===== config.mk =====
export PLATFORM = sky130hd
export DESIGN_NAME = point_in_convex_polygon
export DESIGN_NICKNAME = d
export VERILOG_FILES = /design/src/hdl/pip_pkg.sv /design/src/hdl/point_in_convex_polygon.sv /design/src/hdl/pip_ram.sv
export SDC_FILE = /design/constraint.sdc
export NUM_CORES = 2
export LEC_CHECK = 0
export ABC_AREA = 1
export ABC_CLOCK_PERIOD_IN_PS = 16700
export BUFFER_PORTS_ARGS = -buffer_cell sky130_fd_sc_hd__buf_2
export CAP_MARGIN = 5
export CORE_ASPECT_RATIO = 1.1
export CORE_UTILIZATION = 60
export DETAILED_ROUTE_END_ITERATION = 10
export GPL_ROUTABILITY_DRIVEN = 0
export PLACE_DENSITY = 0.74
export SLEW_MARGIN = 5
export SYNTH_ARGS = -nofsm -noshare
export SYNTH_HDL_FRONTEND = slang
export SYNTH_HIERARCHICAL = 1
export SYNTH_SLANG_ARGS = --single-unit

===== constraint.sdc =====
create_clock -name clk -period 16.7 [get_ports clk]
set_clock_uncertainty 0.1 [all_clocks]
set_input_delay 3.34 -clock clk [delete_from_list [all_inputs] [get_ports clk]]
set_output_delay 3.34 -clock clk [all_outputs]
set_load 0.005 [all_outputs]

===== src/hdl/pip_pkg.sv =====
`default_nettype none

package pip_pkg;

  // Field widths fixed by the interface.
  localparam int COORD_W  = 24;
  localparam int DIFF_W   = COORD_W + 1;
  localparam int PROD_W   = 2 * DIFF_W;
  localparam int ORIENT_W = PROD_W + 1;
  localparam int COUNT_W  = 5;
  localparam int INDEX_W  = 4;

  // A polygon needs at least this many vertices to enclose anything.
  localparam logic [COUNT_W-1:0] MIN_POLY_VERTICES = 5'd3;

  // Request type codes.
  localparam logic REQ_LOAD = 1'b0;
  localparam logic REQ_TEST = 1'b1;

  // Sequencer states.
  typedef enum logic [2:0] {
    ST_IDLE,
    ST_READ,
    ST_DIFF,
    ST_MUL_A,
    ST_MUL_B,
    ST_SIDE,
    ST_DONE
  } state_t;

endpackage

`default_nettype wire


===== src/hdl/point_in_convex_polygon.sv =====
// Point-in-convex-polygon test by edge orientation.
// Input channel (in_valid/in_ready) carries two kinds of transaction. A load
// (req_type low) writes one vertex into slot vertex_index and gives no result;
// slots at or above MAX_VERTICES are ignored. A test (req_type high) checks the
// point coord_x/coord_y against the stored polygon and gives one transaction
// on the output channel (out_valid/out_ready) with inside_res set when every
// edge, including the closing edge back to vertex 0, sees the point on the
// same side. Coordinates are signed with 12 fraction bits; products are exact.
// The user must write vertex_count through cfg_wr_en/cfg_wr_data only while
// the block is idle; the block does not enforce this. Below 3 vertices a test
// answers outside in the cycle after acceptance. A load leaves the block ready.
// A test with n vertices in use (n limited to MAX_VERTICES) reads one vertex
// per edge from the vertex RAM and makes two passes per edge
// through the single shared 25x25 multiplier and one 51-bit subtract.
// The block handles one transaction at a time and holds in_ready low until the
// result has been taken, so a stalled receiver simply holds the block.
// Reset clears vertex_count and the sequencer; vertex contents are undefined
// until loaded.
`default_nettype none

module point_in_convex_polygon #(
  parameter int MAX_VERTICES = 16
) (
  input  wire logic                            clk,
  input  wire logic                            rst,
  input  wire logic                            cfg_wr_en,
  input  wire logic [pip_pkg::COUNT_W-1:0]     cfg_wr_data,
  input  wire logic                            in_valid,
  output logic                                 in_ready,
  input  wire logic                            req_type,
  input  wire logic [pip_pkg::INDEX_W-1:0]     vertex_index,
  input  wire logic signed [pip_pkg::COORD_W-1:0] coord_x,
  input  wire logic signed [pip_pkg::COORD_W-1:0] coord_y,
  output logic                                 out_valid,
  input  wire logic                            out_ready,
  output logic                                 inside_res
);

  localparam int AW       = $clog2(MAX_VERTICES);
  localparam int RAM_W    = 2 * pip_pkg::COORD_W;
  localparam int LAST_IDX = MAX_VERTICES - 1;

  pip_pkg::state_t state, state_next;

  logic [pip_pkg::COUNT_W-1:0] vertex_count;

  logic signed [pip_pkg::COORD_W-1:0] px, py;
  logic [AW-1:0] idx, last_idx;
  logic          closing;

  logic signed [pip_pkg::DIFF_W-1:0] ax, ay, bx, by, fx, fy;
  logic signed [pip_pkg::PROD_W-1:0] prod_a, prod_b;
  logic signed [pip_pkg::DIFF_W-1:0] mul_op1, mul_op2;
  logic signed [pip_pkg::PROD_W-1:0] mul_out;
  logic signed [pip_pkg::ORIENT_W-1:0] orient;
  logic          is_left;
  logic          saw_left, saw_right;
  logic          left_now, right_now;
  logic          res;

  logic          in_xfer, out_xfer;
  logic          is_test, too_few, slot_ok;
  logic          ram_wr_en, ram_rd_en;
  logic [AW-1:0] ram_wr_addr;
  logic [RAM_W-1:0] ram_wr_data, ram_rd_data;
  logic signed [pip_pkg::COORD_W-1:0] rd_x, rd_y;
  logic signed [pip_pkg::DIFF_W-1:0] diff_x, diff_y;

  assign in_xfer  = in_valid && in_ready;
  assign out_xfer = out_valid && out_ready;
  assign is_test  = (req_type == pip_pkg::REQ_TEST);
  assign too_few  = (vertex_count < pip_pkg::MIN_POLY_VERTICES);
  assign slot_ok  = (32'(vertex_index) < MAX_VERTICES);

  // Vertex RAM: x in the upper half, y in the lower half of each word.
  assign ram_wr_en   = in_xfer && !is_test && slot_ok;
  assign ram_wr_addr = AW'(vertex_index);
  assign ram_wr_data = {coord_x, coord_y};

  pip_ram #(
    .WIDTH(RAM_W),
    .DEPTH(MAX_VERTICES)
  ) u_vertex_ram (
    .clk    (clk),
    .wr_en  (ram_wr_en),
    .wr_addr(ram_wr_addr),
    .wr_data(ram_wr_data),
    .rd_en  (ram_rd_en),
    .rd_addr(idx),
    .rd_data(ram_rd_data)
  );

  // Vertex position relative to the query point.
  assign rd_x   = ram_rd_data[RAM_W-1:pip_pkg::COORD_W];
  assign rd_y   = ram_rd_data[pip_pkg::COORD_W-1:0];
  assign diff_x = {rd_x[pip_pkg::COORD_W-1], rd_x} - {px[pip_pkg::COORD_W-1], px};
  assign diff_y = {rd_y[pip_pkg::COORD_W-1], rd_y} - {py[pip_pkg::COORD_W-1], py};

  // Shared multiplier: a.x*b.y in the first pass, a.y*b.x in the second.
  assign mul_op1 = (state == pip_pkg::ST_MUL_A) ? ax : ay;
  assign mul_op2 = (state == pip_pkg::ST_MUL_A) ? by : bx;
  assign mul_out = mul_op1 * mul_op2;

  // Orientation of the edge; strictly positive means left.
  assign orient    = {prod_a[pip_pkg::PROD_W-1], prod_a} - {prod_b[pip_pkg::PROD_W-1], prod_b};
  assign is_left   = !orient[pip_pkg::ORIENT_W-1] && (orient != '0);
  assign left_now  = saw_left || is_left;
  assign right_now = saw_right || !is_left;

  // Configuration register.
  always_ff @(posedge clk) begin
    if (rst) begin
      vertex_count <= '0;
    end else if (cfg_wr_en) begin
      vertex_count <= cfg_wr_data;
    end
  end

  // Next-state logic.
  always_comb begin
    state_next = state;
    case (state)
      pip_pkg::ST_IDLE: begin
        if (in_xfer && is_test) begin
          state_next = too_few ? pip_pkg::ST_DONE : pip_pkg::ST_READ;
        end
      end
      pip_pkg::ST_READ:  state_next = pip_pkg::ST_DIFF;
      pip_pkg::ST_DIFF: begin
        state_next = (idx == '0) ? pip_pkg::ST_READ : pip_pkg::ST_MUL_A;
      end
      pip_pkg::ST_MUL_A: state_next = pip_pkg::ST_MUL_B;
      pip_pkg::ST_MUL_B: state_next = pip_pkg::ST_SIDE;
      pip_pkg::ST_SIDE: begin
        if (closing) begin
          state_next = pip_pkg::ST_DONE;
        end else if (idx == last_idx) begin
          state_next = pip_pkg::ST_MUL_A;
        end else begin
          state_next = pip_pkg::ST_READ;
        end
      end
      pip_pkg::ST_DONE: begin
        if (out_xfer) begin
          state_next = pip_pkg::ST_IDLE;
        end
      end
      default: state_next = pip_pkg::ST_IDLE;
    endcase
  end

  // Outputs decoded from the state.
  always_comb begin
    in_ready  = 1'b0;
    out_valid = 1'b0;
    ram_rd_en = 1'b0;
    case (state)
      pip_pkg::ST_IDLE: in_ready  = 1'b1;
      pip_pkg::ST_READ: ram_rd_en = 1'b1;
      pip_pkg::ST_DONE: out_valid = 1'b1;
      default: begin
        in_ready  = 1'b0;
        out_valid = 1'b0;
        ram_rd_en = 1'b0;
      end
    endcase
  end

  assign inside_res = res;

  // State register.
  always_ff @(posedge clk) begin
    if (rst) begin
      state <= pip_pkg::ST_IDLE;
    end else begin
      state <= state_next;
    end
  end

  // Datapath registers, steered by the sequencer.
  always_ff @(posedge clk) begin
    case (state)
      pip_pkg::ST_IDLE: begin
        if (in_xfer && is_test) begin
          px        <= coord_x;
          py        <= coord_y;
          idx       <= '0;
          closing   <= 1'b0;
          saw_left  <= 1'b0;
          saw_right <= 1'b0;
          res       <= 1'b0;
          if (32'(vertex_count) > MAX_VERTICES) begin
            last_idx <= AW'(LAST_IDX);
          end else begin
            last_idx <= AW'(vertex_count - 5'd1);
          end
        end
      end
      pip_pkg::ST_DIFF: begin
        if (idx == '0) begin
          // First vertex: keep it for the closing edge.
          fx  <= diff_x;
          fy  <= diff_y;
          ax  <= diff_x;
          ay  <= diff_y;
          idx <= idx + AW'(1);
        end else begin
          bx <= diff_x;
          by <= diff_y;
        end
      end
      pip_pkg::ST_MUL_A: prod_a <= mul_out;
      pip_pkg::ST_MUL_B: prod_b <= mul_out;
      pip_pkg::ST_SIDE: begin
        saw_left  <= left_now;
        saw_right <= right_now;
        ax        <= bx;
        ay        <= by;
        if (closing) begin
          res <= !(left_now && right_now);
        end else if (idx == last_idx) begin
          // Last vertex done; the closing edge goes back to vertex 0.
          closing <= 1'b1;
          bx      <= fx;
          by      <= fy;
        end else begin
          idx <= idx + AW'(1);
        end
      end
      default: begin
      end
    endcase
  end

endmodule

`default_nettype wire


===== src/hdl/pip_ram.sv =====
`default_nettype none

module pip_ram #(
  parameter int WIDTH = 48,
  parameter int DEPTH = 16
) (
  input  wire logic                     clk,
  input  wire logic                     wr_en,
  input  wire logic [$clog2(DEPTH)-1:0] wr_addr,
  input  wire logic [WIDTH-1:0]         wr_data,
  input  wire logic                     rd_en,
  input  wire logic [$clog2(DEPTH)-1:0] rd_addr,
  output logic      [WIDTH-1:0]         rd_data
);

  logic [WIDTH-1:0] mem [DEPTH];

  // Single write port and a registered read port.
  always_ff @(posedge clk) begin
    if (wr_en) begin
      mem[wr_addr] <= wr_data;
    end
    if (rd_en) begin
      rd_data <= mem[rd_addr];
    end
  end

endmodule

`default_nettype wire

==> After elaboration in Yosys (flattened, before gate mapping) <==
Memory sizes are Yosys's and may differ from the RTL's. A register that Yosys moved wholly into a read port is not among the register bits.
Cells that the tools add are included.
{ "word_totals": {"register_bits": 318, "ram_bits": 768, "mem_count": 1, "in_bits": 63, "out_inout_bits": 3, "elab_cells": 107} }
{ "mem_list": {"columns": ["memory", "depth", "word_bits", "rd", "rd_ports_with_merged_regs", "wr", "line_no", "text"], "rows": [
  ["u_vertex_ram.mem", 16, 48, 1, 1, 1, "pip_ram.sv:16", "logic [WIDTH-1:0] mem [DEPTH];"]
]} }
{ "op_classes": {"addsub": 5, "n_lt_le_gt_ge": 2, "n_mul": 1, "n_reduce_logical": 26, "n_eq_ne": 15, "muxes": 39} }
{ "ops": {"columns": ["cell", "n"], "rows": [
  ["25-bit two-way mux", 10],
  ["25-bit case mux with 2 select lines", 4],
  ["51-bit nonzero test", 1],
  ["50-bit by 50-bit subtractor with 51-bit output", 1],
  ["25-bit by 25-bit multiplier with 50-bit output", 1],
  ["24-bit by 24-bit subtractor with 25-bit output", 2],
  ["3-bit case mux with 7 select lines", 1],
  ["4-bit two-way mux", 4],
  ["2-bit inequality test (second input constant)", 8],
  ["3-bit two-way mux", 4],
  ["4-bit case mux with 3 select lines", 1],
  ["2-bit AND reduction", 5],
  ["3-bit equality test (second input constant)", 3],
  ["1-bit two-way mux", 9],
  ["1-bit case mux with 2 select lines", 4],
  ["3-bit by 2-bit equality test with 1-bit output (second input constant)", 2],
  ["1-bit logical AND", 6],
  ["5-bit greater-than comparator (second input constant)", 1],
  ["5-bit by 2-bit less-than comparator with 1-bit output (second input constant)", 1],
  ["5-bit AND reduction", 1],
  ["4-bit by 1-bit adder with 4-bit output (second input constant)", 1],
  ["4-bit equality test", 1],
  ["1-bit logical NOT", 4],
  ["4-bit logical NOT", 1],
  ["other kinds (9)", 12]
]} }

==> Depth between registers and ports, before layout <==
{ "depth": {"word_depth": 9, "depth_mapped": 41, "ltp_nobuf": 37} }

==> Cells and area by module <==
Netlist, hierarchy kept.
{ "by_module_without_submodules": {"columns": ["module", "cells_per_inst", "area_per_inst_um2", "seq_area_each_um2", "instances"], "rows": [
  ["point_in_convex_polygon", 4880, 41262.1, 9469.1, 1],
  ["pip_ram", 3165, 34469.3, 24503.5, 1]
]} }

==> Worst setup path after synthesis <==
Ideal clock, no wire load.
{ "synth_path": {"path_type": "reg2reg", "startpoint": "reg state[2]", "endpoint": "reg prod_a[48] (netlist name), data pin", "path_stages_with_launch": 26, "arrival_time_ns": 8.438, "t_required_ns": 16.338, "path_slack_ns": 7.900, "n_path_buf": 2, "setup_ns": 0.262, "synth_period_minus_slack_ns": 8.800, "path_cell_list": "dfxtp_1 inv_1 nand2_1 nor2_2 inv_2 buf_2 o21ai_0 inv_1 clkbuf_1 nor2_1 fa_1 inv_1 fa_1 fa_1 fa_1 fa_1 fa_1 fa_1 inv_1 ha_1 a21oi_1 o21a_1 o21ai_0 a221oi_1 nand3_1 xor2_1"} }
{ "synth_between": {"elab_chain_len": 3, "word_cells_on_any_way": 4, "classes_between": "mul: 1; eq/ne: 1; mux: 2"} }
{ "synth_lines": {"columns": ["item", "line_no", "text"], "rows": [
  ["start, declared", "point_in_convex_polygon.sv:43", "pip_pkg::state_t state, state_next;"],
  ["start signal, assigned", "point_in_convex_polygon.sv:174", "state <= pip_pkg::ST_IDLE;"],
  ["start signal, assigned", "point_in_convex_polygon.sv:176", "state <= state_next;"],
  ["3-bit by 2-bit equality test with 1-bit output (*)", "point_in_convex_polygon.sv:100, point_in_convex_polygon.sv:101", null],
  ["25-bit two-way mux (on tied branches)", "point_in_convex_polygon.sv:100, point_in_convex_polygon.sv:101", null],
  ["25-bit by 25-bit multiplier with 50-bit output (*)", "point_in_convex_polygon.sv:102", "assign mul_out = mul_op1 * mul_op2;"],
  ["named net mul_out (one bit)", "point_in_convex_polygon.sv:54", "logic signed [pip_pkg::PROD_W-1:0] mul_out;"],
  ["end signal, assigned", "point_in_convex_polygon.sv:212", "pip_pkg::ST_MUL_A: prod_a <= mul_out;"],
  ["end, declared", "point_in_convex_polygon.sv:52", "logic signed [pip_pkg::PROD_W-1:0] prod_a, prod_b;"]
]} }
Mark *: on every way through the listed nets, which the timed path passes. The rest lies on a longest branch.
A chain may end at the register's enable or synchronous reset.

==> Final worst setup path <==
{ "layout_path": {"startpoint": "reg state[2]", "endpoint": "reg prod_a[43] (netlist name), data pin"} }
The elaborated chain is that of the path after synthesis.

==> run metrics <==
die area=around 0.13 mm²; TritonRoute pass-1 iters=6; post-DR vias/cell=around 5.6; main combinational cell family by area after synthesis=adder cells; fin area=approximately 0.081 mm²; CTS Sinks=approximately 1100; post-synth top area share=around 45%; post-cts sizing count=0; Antenna Nets Post-Route=0; CP Data Arrival Time=10.90 ns; biggest area consumer among synthesized cells=edfxtp_1; Post-synth ARST share=0%; critical path data required time=17.15 ns; CP max stage cell=o21ai_0; main flop type after synthesis=edfxtp_1; TritonCTS clock tree=yes; minimum clock period=10.44 ns; setup violators final=0; first-pass GRT wire length=305000 µm; Post-Synth XOR/XNOR Area=~1.4%; gr usage total=between 30% and 40%; CP most frequent cell=fa_1; Final Hold Viols=0; buffers inserted by post-CTS timing repair=0; dpl hpwl=about 130000 µm; reg2reg start=state[2]$_SDFFE_PP0P_; crit path capture type=flip-flop; initial antenna violation count=6; routed wire length=a little under 200000 µm; Worst setup SP type=flip-flop; initial DRC count=between 5000 and 6000; vias in the first global route=between 50000 and 60000; Yosys reg bits=between 1000 and 1500; clock buffer count from CTS=110; r2r endpoint=prod_a[43]$_DFFE_PN_; Reg2Reg Depth=26; Cell Area, Placed=between 0.07 and 0.08 mm²; status=finished, final reports clean; WS Path Type=flip-flop to flip-flop; Seq/Total Area, Yosys=44.9%; Synth Net Count=9011; Mapped Cells=approximately 8000; Synth Area in Compound Gates=under 10%; Worst path max stage delay=about 1.0 ns; Clk pin slew, worst setup/hold paths=roughly 0.06 ns; CORE AREA=0.125 mm²; Hold Path Stages=1; Ports=between 60 and 70; nets=8993; Layout Cells excl Fill=9774; Initial Util=60.6%; Hold Path Class=flip-flop to flip-flop; Distinct cells, synth=55; Synth Area in Adders=roughly 21%; crit-path max FO=54; routed wire length per instance=a little over 20 µm; synthesis-to-finish area growth=6.74%; multiplexer share of the synthesized area=0%; row count=about 140; worst slew pin tran=1.45 ns; Chip Width=about 340 µm; Worst-Skew Late Latency=roughly 0.76 ns; relative slew slack=about 3.4%; Max Slew Vio Count=0; CTS Hold Bufs=0; Synth Cell Area=0.0757 mm²; fmax=~96 MHz; TNS Setup=0 ns; Filler Cell Count=~9800; capture point of the worst path=prod_a[43]$_DFFE_PN_; layout cells sized above 1=about 5.0%; final period utilization=between 60 and 70%; Avg Cell Area, Syn=9.41 µm²; reg2reg setup slack=~6.3 ns; fin util=~65%; PortBufs=65; GRT overflow=0; CTS H-tree lvls=3; Simple-Gate Fraction of Synth Area=a little under a fifth; chip height=between 300 and 400 µm; placed instance count=around 9600; largest net degree at the start of global routing=190; clk buf depth=3; synth top area cells=edfxtp_1 (45%), fa_1 (17%), nand2_1 (11%); Post-synth EDFFs=around 1100; MaxCap Viol Count=0; via count=~55000; DRC Markers=0; Synth Warn #=6; Worst Setup SP=state[2]$_SDFFE_PP0P_; CTS root buffer=clkbuf_16; RSZ-0062 raised after global routing=no
[layout by cell type (no fill, tap or decap), types with 108 or more instances in the layout]
master / Yosys / final
a21oi_1: 133 / 132
clkbuf_16: 0 / 110
edfxtp_1: 1126 / 1126
fa_1: 661 / 661
ha_1: 242 / 242
inv_1: 1727 / 1725
nand2_1: 2177 / 2177
nand3_1: 668 / 668
nor2_1: 533 / 512
o21ai_0: 113 / 108
[state kept, by name, indices dropped and copies added (netlist names)]
register	count
by	25
idx	4
vertex_count	5
bx	25
inside_res	1
state	3
u_vertex_ram/mem	768
saw_right	1
px	24
prod_a	50
py	24
last_idx	4
saw_left	1
u_vertex_ram/rd_data	48
prod_b	50
ax	25
closing	1
fy	25
ay	25
fx	25
[through the flow]
| stage | setup slack (ns) | hold slack (ns) |
|---|---|---|
| 2_1_floorplan | 7.90 | 0.352 |
| 3_3_place_gp | 6.75 | 0.369 |
| 3_5_place_dp | 6.52 | 0.378 |
| 4_1_cts | 6.46 | 0.394 |
| 5_1_grt | 5.72 | 0.414 |
| 6_report | 6.26 | 0.397 |
[worst max-delay path: cells and delay by family (launching register included)]
kind	cells	cell delay (ns)
fa+ha+maj	8	4.27
buf+inv	7	2.65
simple gates	9	1.57
compound gates	1	1.04
flops	1	0.34
xor+xnor	1	0.19
[layout make-up]
type	count	area (µm²)	area share, %
flip-flops and latches	1134	34000	42.0
inverters	1751	6600	8.16
diodes	1	2.50	0.00310
multi-input cells	4882	33900	41.9
well taps	1656	2070	2.56
repair buffers	148	973	1.20
clock inverters	56	450	0.557
clock buffers	146	2890	3.57
[worst min-delay path by stage]
stage | end | start
6_report | last_idx[0]$_SDFFCE_PN1P_ | vertex_count[0]$_SDFFE_PP0P_
5_1_grt | last_idx[0]$_SDFFCE_PN1P_ | vertex_count[0]$_SDFFE_PP0P_
4_1_cts | last_idx[0]$_SDFFCE_PN1P_ | vertex_count[0]$_SDFFE_PP0P_
3_5_place_dp | last_idx[0]$_SDFFCE_PN1P_ | vertex_count[0]$_SDFFE_PP0P_
3_3_place_gp | last_idx[0]$_SDFFCE_PN1P_ | vertex_count[0]$_SDFFE_PP0P_
2_1_floorplan | last_idx[0]$_SDFFCE_PN1P_ | vertex_count[0]$_SDFFE_PP0P_
[per-layer routing]
metal	track usage, %	vias up	routed length, µm
met5	0	-	70
met4	17.5	10	11900
met3	5.71	665	18900
met2	52.2	2896	96700
met1	38.6	26500	70900
li1	-	24800	-
[cells in the mapped netlist (12+ instances only)]
cell,instances
ha_1,242
xnor2_1,42
nand3_1,668
o21bai_1,15
nand4_1,31
nand2_2,14
nor3_1,21
buf_2,104
nor2_1,533
a21oi_1,133
edfxtp_1,1126
o21ai_1,19
buf_4,12
nand2_1,2177
buf_6,35
a31oi_1,12
xor2_1,76
o21ai_0,113
clkbuf_1,116
inv_1,1727
o21ai_2,14
fa_1,661
nor2_2,24
inv_2,16
[kinds of logic after synthesis]
| kind of cell | Yosys count |
|---|---|
| adder cells (fa/ha/maj) | 903 |
| buffers and inverters | 2029 |
| AO/OA/AOI/OAI | 365 |
| flip-flops | 1134 |
| XOR/XNOR | 118 |
| AND/OR/NAND/NOR | 3496 |
Power is not shown: default switching activity piles up to over one toggle a cycle in this logic, so the estimate is an artifact.
